### src/mhtq_pkg.sv
// Shared widths, codes and types for the min-heap timer queue.
package mhtq_pkg;

   localparam int CAPACITY_DEF = 32;
   localparam int ID_SPACE_DEF = 1024;

   localparam int ACT_W  = 3;
   localparam int ID_W   = 10;
   localparam int TMO_W  = 20;
   localparam int KIND_W = 3;
   localparam int IV_W   = 21;
   localparam int EXP_W  = 32;

   // request actions
   localparam logic [ACT_W-1:0] ACT_ADD    = 3'd0;
   localparam logic [ACT_W-1:0] ACT_ADJUST = 3'd1;
   localparam logic [ACT_W-1:0] ACT_DROP   = 3'd2;
   localparam logic [ACT_W-1:0] ACT_TICK   = 3'd3;
   localparam logic [ACT_W-1:0] ACT_QUERY  = 3'd4;

   // response kinds
   localparam logic [KIND_W-1:0] KIND_DONE    = 3'd0;
   localparam logic [KIND_W-1:0] KIND_EXPIRED = 3'd1;
   localparam logic [KIND_W-1:0] KIND_DROPPED = 3'd2;
   localparam logic [KIND_W-1:0] KIND_NEXT    = 3'd3;
   localparam logic [KIND_W-1:0] KIND_UNKNOWN = 3'd4;
   localparam logic [KIND_W-1:0] KIND_FULL    = 3'd5;
   localparam logic [KIND_W-1:0] KIND_BADID   = 3'd6;

   localparam logic [IV_W-1:0] IV_MAX  = 21'd1048575;
   localparam logic [IV_W-1:0] IV_NONE = '1;

   // datapath operations
   typedef logic [4:0] op_type;
   localparam op_type OP_NONE    = 5'd0;
   localparam op_type OP_CLEAR   = 5'd1;
   localparam op_type OP_ACCEPT  = 5'd2;
   localparam op_type OP_DECODE  = 5'd3;
   localparam op_type OP_LOOKUP  = 5'd4;
   localparam op_type OP_SD_RD   = 5'd5;
   localparam op_type OP_SD_LAT  = 5'd6;
   localparam op_type OP_SD_PICK = 5'd7;
   localparam op_type OP_SD_CMP  = 5'd8;
   localparam op_type OP_SU_RD   = 5'd9;
   localparam op_type OP_SU_CMP  = 5'd10;
   localparam op_type OP_FINAL   = 5'd11;
   localparam op_type OP_RM      = 5'd12;
   localparam op_type OP_RM_LAT  = 5'd13;
   localparam op_type OP_EXP_RD  = 5'd14;
   localparam op_type OP_EXP_CHK = 5'd15;
   localparam op_type OP_RESP    = 5'd16;

   typedef struct packed {
      logic [ACT_W-1:0] act;
      logic             id_ok;
      logic             slot_valid;
      logic             full;
      logic             j_in;
      logic             j1_in;
      logic             m_lt_c;
      logic             m_lt_rd;
      logic             moved;
      logic             pos_zero;
      logic             rm_tail;
      logic             cnt_zero;
      logic             due;
      logic             clr_done;
   } status_type;

endpackage

### src/mhtq_ctrl.sv
// Controller state machine of the timer queue: sequences lookups, sifts and removals.
module mhtq_ctrl (
   input  logic                 clock,
   input  logic                 reset,
   input  logic                 start,
   output logic                 busy,
   input  mhtq_pkg::status_type status,
   output mhtq_pkg::op_type     op
);
   import mhtq_pkg::*;

   localparam logic [3:0] S_CLEAR   = 4'd0;
   localparam logic [3:0] S_IDLE    = 4'd1;
   localparam logic [3:0] S_DECODE  = 4'd2;
   localparam logic [3:0] S_LOOKUP  = 4'd3;
   localparam logic [3:0] S_SD_RD   = 4'd4;
   localparam logic [3:0] S_SD_LAT  = 4'd5;
   localparam logic [3:0] S_SD_PICK = 4'd6;
   localparam logic [3:0] S_SD_CMP  = 4'd7;
   localparam logic [3:0] S_SU_RD   = 4'd8;
   localparam logic [3:0] S_SU_CMP  = 4'd9;
   localparam logic [3:0] S_FINAL   = 4'd10;
   localparam logic [3:0] S_RM      = 4'd11;
   localparam logic [3:0] S_RM_LAT  = 4'd12;
   localparam logic [3:0] S_EXP_RD  = 4'd13;
   localparam logic [3:0] S_EXP_CHK = 4'd14;
   localparam logic [3:0] S_RESP    = 4'd15;

   logic [3:0] state_ff, state_in;
   logic [3:0] after_op, after_down;

   // where to go once a heap update is finished
   assign after_op   = (status.act == ACT_TICK || status.act == ACT_QUERY) ? S_EXP_RD : S_RESP;
   assign after_down = status.moved ? S_FINAL : S_SU_RD;
   assign busy       = state_ff != S_IDLE;

   always_comb begin
      state_in = state_ff;
      op       = OP_NONE;
      case (state_ff)
         S_CLEAR: begin
            op = OP_CLEAR;
            if (status.clr_done) state_in = S_IDLE;
         end
         S_IDLE: begin
            if (start) begin
               op = OP_ACCEPT; state_in = S_DECODE;
            end
         end
         S_DECODE: begin
            op = OP_DECODE;
            if (status.act inside {ACT_ADD, ACT_ADJUST, ACT_DROP})
               state_in = status.id_ok ? S_LOOKUP : S_RESP;
            else if (status.act inside {ACT_TICK, ACT_QUERY})
               state_in = S_EXP_RD;
            else
               state_in = S_RESP;
         end
         S_LOOKUP: begin
            op = OP_LOOKUP;
            if (status.act == ACT_DROP)
               state_in = status.slot_valid ? S_RM : S_RESP;
            else if (status.slot_valid)
               state_in = S_SD_RD;
            else if (status.act == ACT_ADD && !status.full)
               state_in = S_SD_RD;
            else
               state_in = S_RESP;
         end
         S_SD_RD: begin
            op = OP_SD_RD;
            state_in = status.j_in ? S_SD_LAT : after_down;
         end
         S_SD_LAT: begin
            op = OP_SD_LAT;
            state_in = status.j1_in ? S_SD_PICK : S_SD_CMP;
         end
         S_SD_PICK: begin
            op = OP_SD_PICK; state_in = S_SD_CMP;
         end
         S_SD_CMP: begin
            op = OP_SD_CMP;
            state_in = status.m_lt_c ? after_down : S_SD_RD;
         end
         S_SU_RD: begin
            op = OP_SU_RD;
            state_in = status.pos_zero ? S_FINAL : S_SU_CMP;
         end
         S_SU_CMP: begin
            op = OP_SU_CMP;
            state_in = status.m_lt_rd ? S_SU_RD : S_FINAL;
         end
         S_FINAL: begin
            op = OP_FINAL; state_in = after_op;
         end
         S_RM: begin
            op = OP_RM;
            state_in = status.rm_tail ? after_op : S_RM_LAT;
         end
         S_RM_LAT: begin
            op = OP_RM_LAT; state_in = S_SD_RD;
         end
         S_EXP_RD: begin
            op = OP_EXP_RD; state_in = S_EXP_CHK;
         end
         S_EXP_CHK: begin
            op = OP_EXP_CHK;
            state_in = (!status.cnt_zero && status.due) ? S_RM : S_RESP;
         end
         S_RESP: begin
            op = OP_RESP; state_in = S_IDLE;
         end
         default: state_in = S_IDLE;
      endcase
   end

   always_ff @(posedge clock) begin
      if (reset) state_ff <= S_CLEAR;
      else       state_ff <= state_in;
   end

endmodule
### config.mk
export PLATFORM = sky130hd
export DESIGN_NAME = mhtq_ctrl
export DESIGN_NICKNAME = d
export VERILOG_FILES = /design/src/mhtq_pkg.sv /design/src/mhtq_ctrl.sv
export SDC_FILE = /design/constraint.sdc
export NUM_CORES = 1
export LEC_CHECK = 0
export CORE_AREA = 4 4 41 43
export CTS_CLUSTER_SIZE = 40
export DETAILED_ROUTE_END_ITERATION = 7
export DIE_AREA = 0 0 45 47
export DONT_BUFFER_PORTS = 1
export GPL_TIMING_DRIVEN = 0
export HOLD_SLACK_MARGIN = 0.1
export PLACE_DENSITY = 0.59
export SKIP_CTS_REPAIR_TIMING = 1
export SYNTH_ARGS = -nofsm -noshare
export SYNTH_HDL_FRONTEND = slang
export SYNTH_SLANG_ARGS = --single-unit
### constraint.sdc
create_clock -name clock -period 1.3 [get_ports clock]
set_input_delay 0.195 -clock clock [delete_from_list [all_inputs] [get_ports clock]]
set_output_delay 0.195 -clock clock [all_outputs]
set_load 0.005 [all_outputs]
==> flow_summary_export.csv <==
group,metric,value,unit
power,swShare,0.4274,
cts,tritoncts,"done",
worst_setup_path,startpoint_type,"flop",
cts,cts_buffers,3,
logic_synthesis,synth_top_cells_by_area,"sky130_fd_sc_hd__dfxtp_1 16%, sky130_fd_sc_hd__a31oi_1 6.2%, sky130_fd_sc_hd__nand2b_1 6.2%, sky130_fd_sc_hd__a2111oi_4 5.5%, sky130_fd_sc_hd__buf_2 5.0%",
global_route,grt_pass1_vias,530,
drt,postRouteAntennaNets,0,
drt,detailedRoute.firstPassIterationCount,4,
placed_design,place.detailed.instances,85,
global_route,grt.total_usage,0.1398,
logic_synthesis,synth_top_cells_by_count,"5 x sky130_fd_sc_hd__a31oi_1, 5 x sky130_fd_sc_hd__buf_2, 5 x sky130_fd_sc_hd__inv_1, 5 x sky130_fd_sc_hd__nand2b_1, 5 x sky130_fd_sc_hd__nor2_1",
die,initial_utilization,0.3875,
logic_synthesis,ys_seq_area_frac,0.1588,
global_route,grt_pass1_wl,2.214,mm
min_path,worst_hold_path_type,"in2reg",
timing,slew_headroom,0.7649,
cts,clock_latency,0.23,ns
die,die_area,2115,um2
drt,route.vias.total,573,
logic_synthesis,ys.warnings.count,0,
timing,setup_repair_after_global_routing_missed_its_margin,"true",
worst_setup_path,cp.arrival,1.14,ns
die,die_x,45,um
timing,achievable-frequency,746.5,MHz
worst_setup_path,timing.setup.critical_path_class,"reg2out",
worst_setup_path,timing.critical_path.cells,"buf_6, buf_8, or3_4",
worst_setup_path,critical-path-max-stage-delay,0.36,ns
timing,post-route-min-period,1.340,ns
timing,timing.clock.skew,0.002324,ns
worst_setup_path,critPathSlowestCell,"sky130_fd_sc_hd__or3_4",
cts,cts.root.buffer_cell,"sky130_fd_sc_hd__clkbuf_4",
cts,cts_max_path_buffers,2,
final_layout,top_register,"state_ff",
drt,post_drt_via_cell_ratio,6.228,
placed_design,finalWeightedCongestion,0.8219,
timing,final.period_utilization,1.030,
outcome,outcome,"finished with violations",
timing,setup_ws,-0.03954,ns
logic_synthesis,yosys_register_bits,4,
power,power.switching,0.5967,mW
placed_design,detailed_place_hpwl,1.095,mm
logic_synthesis,synth-async-reset-ratio,0,
logic_synthesis,synth_nets,89,
die,die_height,47,um
drt,total_length_of_routed_wires,1.460,mm
worst_setup_path,critical_path_required,1.11,ns
worst_setup_path,cp_max_fo,9,
logic_synthesis,synth.cell_area,504.2,um2
die,core_region_area,1301,um2
job,cap_viol_max_count,0,
drt,post_drt_wl_per_cell,15.87,um
timing,timing_worst_slew_pin_value,0.3437,ns
cts,cts.reportedPaths.clkPinSlew,0.04,ns
power,worst_ir_drop_vdd,0.0005741,V
logic_synthesis,syn-mean-instance-area,7.203,um2
global_route,overflow,0,
global_route,grt_start_max_net_pins,11,
cts,clock_sink_count,4,
final_layout,area_growth_syn_to_layout,33.75,%
final_layout,largest_register_ff_count,4,
drt,drc_errors,0,
die,floorplan.rows,13,
global_route,grt_antenna_before_repair,0,
final_layout,final_layout_size_suffix_gt1_frac,0.3506,
power,power.density_cell_area,2070,nW/um2
timing,report.final.hold_viol_count,0,
power,pwr-share-clk,0.110,
die,num_io_pins,25,
final_layout,layout.nets,98,
timing,maxSlewViolCount,0,
worst_setup_path,r2r_setup_slack,0.04,ns
timing,finalSetupViolCount,1,
logic_synthesis,dominantRegCellSynth,"sky130_fd_sc_hd__dfxtp_1",
final_layout,n_antenna_cell,0,
worst_setup_path,crit_path_end_kind,"output pin",
logic_synthesis,post_syn_instances,70,
logic_synthesis,synth_largest_type_area_fraction,0.1588,
outcome,violations_in_the_final_reports,"negative setup slack",
power,p_int,0.7994,mW
power,combPwrFrac,0.720,
logic_synthesis,synth_cell_type_count,33,
power,static-leakage-power,0.2615,nW
final_layout,final_cells,92,
logic_synthesis,synth_enable_flop_cells,0,
cts,htree_levels,1,
placed_design,place_ws,-0.05178,ns
placed_design,numPortBuffers,0,
logic_synthesis,cell_accounting_for_the_most_synthesized_area,"sky130_fd_sc_hd__dfxtp_1",
timing,fin_hold_ws,0.1167,ns
final_layout,reg.largest.list,"state_ff x4",
power,p_seq_frac,0.171,
drt,first_iter_violations,8,
## routing by layer
metal  vias up  track usage  routed length (um)
li1        281            -                   -
met1       274       0.1773                 617
met2        18       0.2373                 734
met3         0      0.04598                 107
met4         0      0.01754                   0
met5         -            0                   0
## metrics by stage
| step | instance area [um2] | util | total power [mW] | TNS (ns) |
|---|---|---|---|---|
| floorplan | 504.2 | - | 0.8418 | 0 |
| global placement | 523.0 | 0.4019 | 0.9707 | -0.02996 |
| detailed placement | 523.0 | 0.4019 | 0.9745 | -0.05178 |
| CTS | 545.5 | 0.4192 | 1.141 | -0.5844 |
| global route | 674.4 | 0.5183 | 1.512 | -0.1485 |
| finish | 674.4 | 0.5183 | 1.396 | -0.03954 |
## cells in the final DEF (no fill, tap or decap), types with 2 or more instances in the layout
cell type / count
sky130_fd_sc_hd__a31oi_1: 5
sky130_fd_sc_hd__dfxtp_2: 2
sky130_fd_sc_hd__buf_6: 4
sky130_fd_sc_hd__nand2_1: 3
sky130_fd_sc_hd__nand2b_1: 4
sky130_fd_sc_hd__inv_1: 4
sky130_fd_sc_hd__and2_4: 2
sky130_fd_sc_hd__nor3_1: 3
sky130_fd_sc_hd__clkbuf_4: 3
sky130_fd_sc_hd__o21ai_0: 3
sky130_fd_sc_hd__buf_8: 2
sky130_fd_sc_hd__nor2_1: 5
sky130_fd_sc_hd__nand3b_1: 2
sky130_fd_sc_hd__xnor2_2: 2
sky130_fd_sc_hd__buf_4: 3
sky130_fd_sc_hd__a21oi_1: 2
sky130_fd_sc_hd__nand3_1: 3
## worst paths after layout
check,depth (start not counted),end,start
worst min register to register,4,state_ff[1]$_SDFFE_PP0P_,state_ff[3]$_SDFFE_PP0P_
worst max register to register,4,state_ff[1]$_SDFFE_PP0P_,state_ff[0]$_SDFFE_PP0P_
worst min-delay path,2,state_ff[1]$_SDFFE_PP0P_,reset
worst max-delay path,3,busy,state_ff[3]$_SDFFE_PP0P_
## critical path, delay by kind of cell (launching register included)
family | cells | cell delay [ns]
buf+inv | 2 | 0.25
simple gates | 1 | 0.36
flops | 1 | 0.30
## power groups by stage
stage	clock (mW)	combinational [mW]	sequential [mW]
floorplan	0	0.641	0.201
global placement	0	0.758	0.213
detailed placement	0	0.761	0.214
CTS	0.165	0.764	0.212
global route	0.166	1.10	0.246
finish	0.153	1.00	0.238
## cell families (layout without fill, tap and decap cells)
group,count (synthesis),count (layout),synth area share
and+or+nand+nor,29,29,0.3201
xor gates and xnor gates,3,3,0.05212
DFF,4,4,0.1588
AOI/OAI and AO/OA,23,23,0.3598
buffers and inverters,11,18,0.1092
## final cells by class
cell class                      instances  area [um2]
Fill cell                             137       626.9
Sequential cell                         4       86.33
Multi-Input combinational cell         55       420.4
Timing Repair Buffer                    4       32.53
Buffer                                  6       75.07
Clock buffer                            3       22.52
Tap cell                               15       18.77
Inverter                                5       18.77
Power figures use the tool's default switching activity.
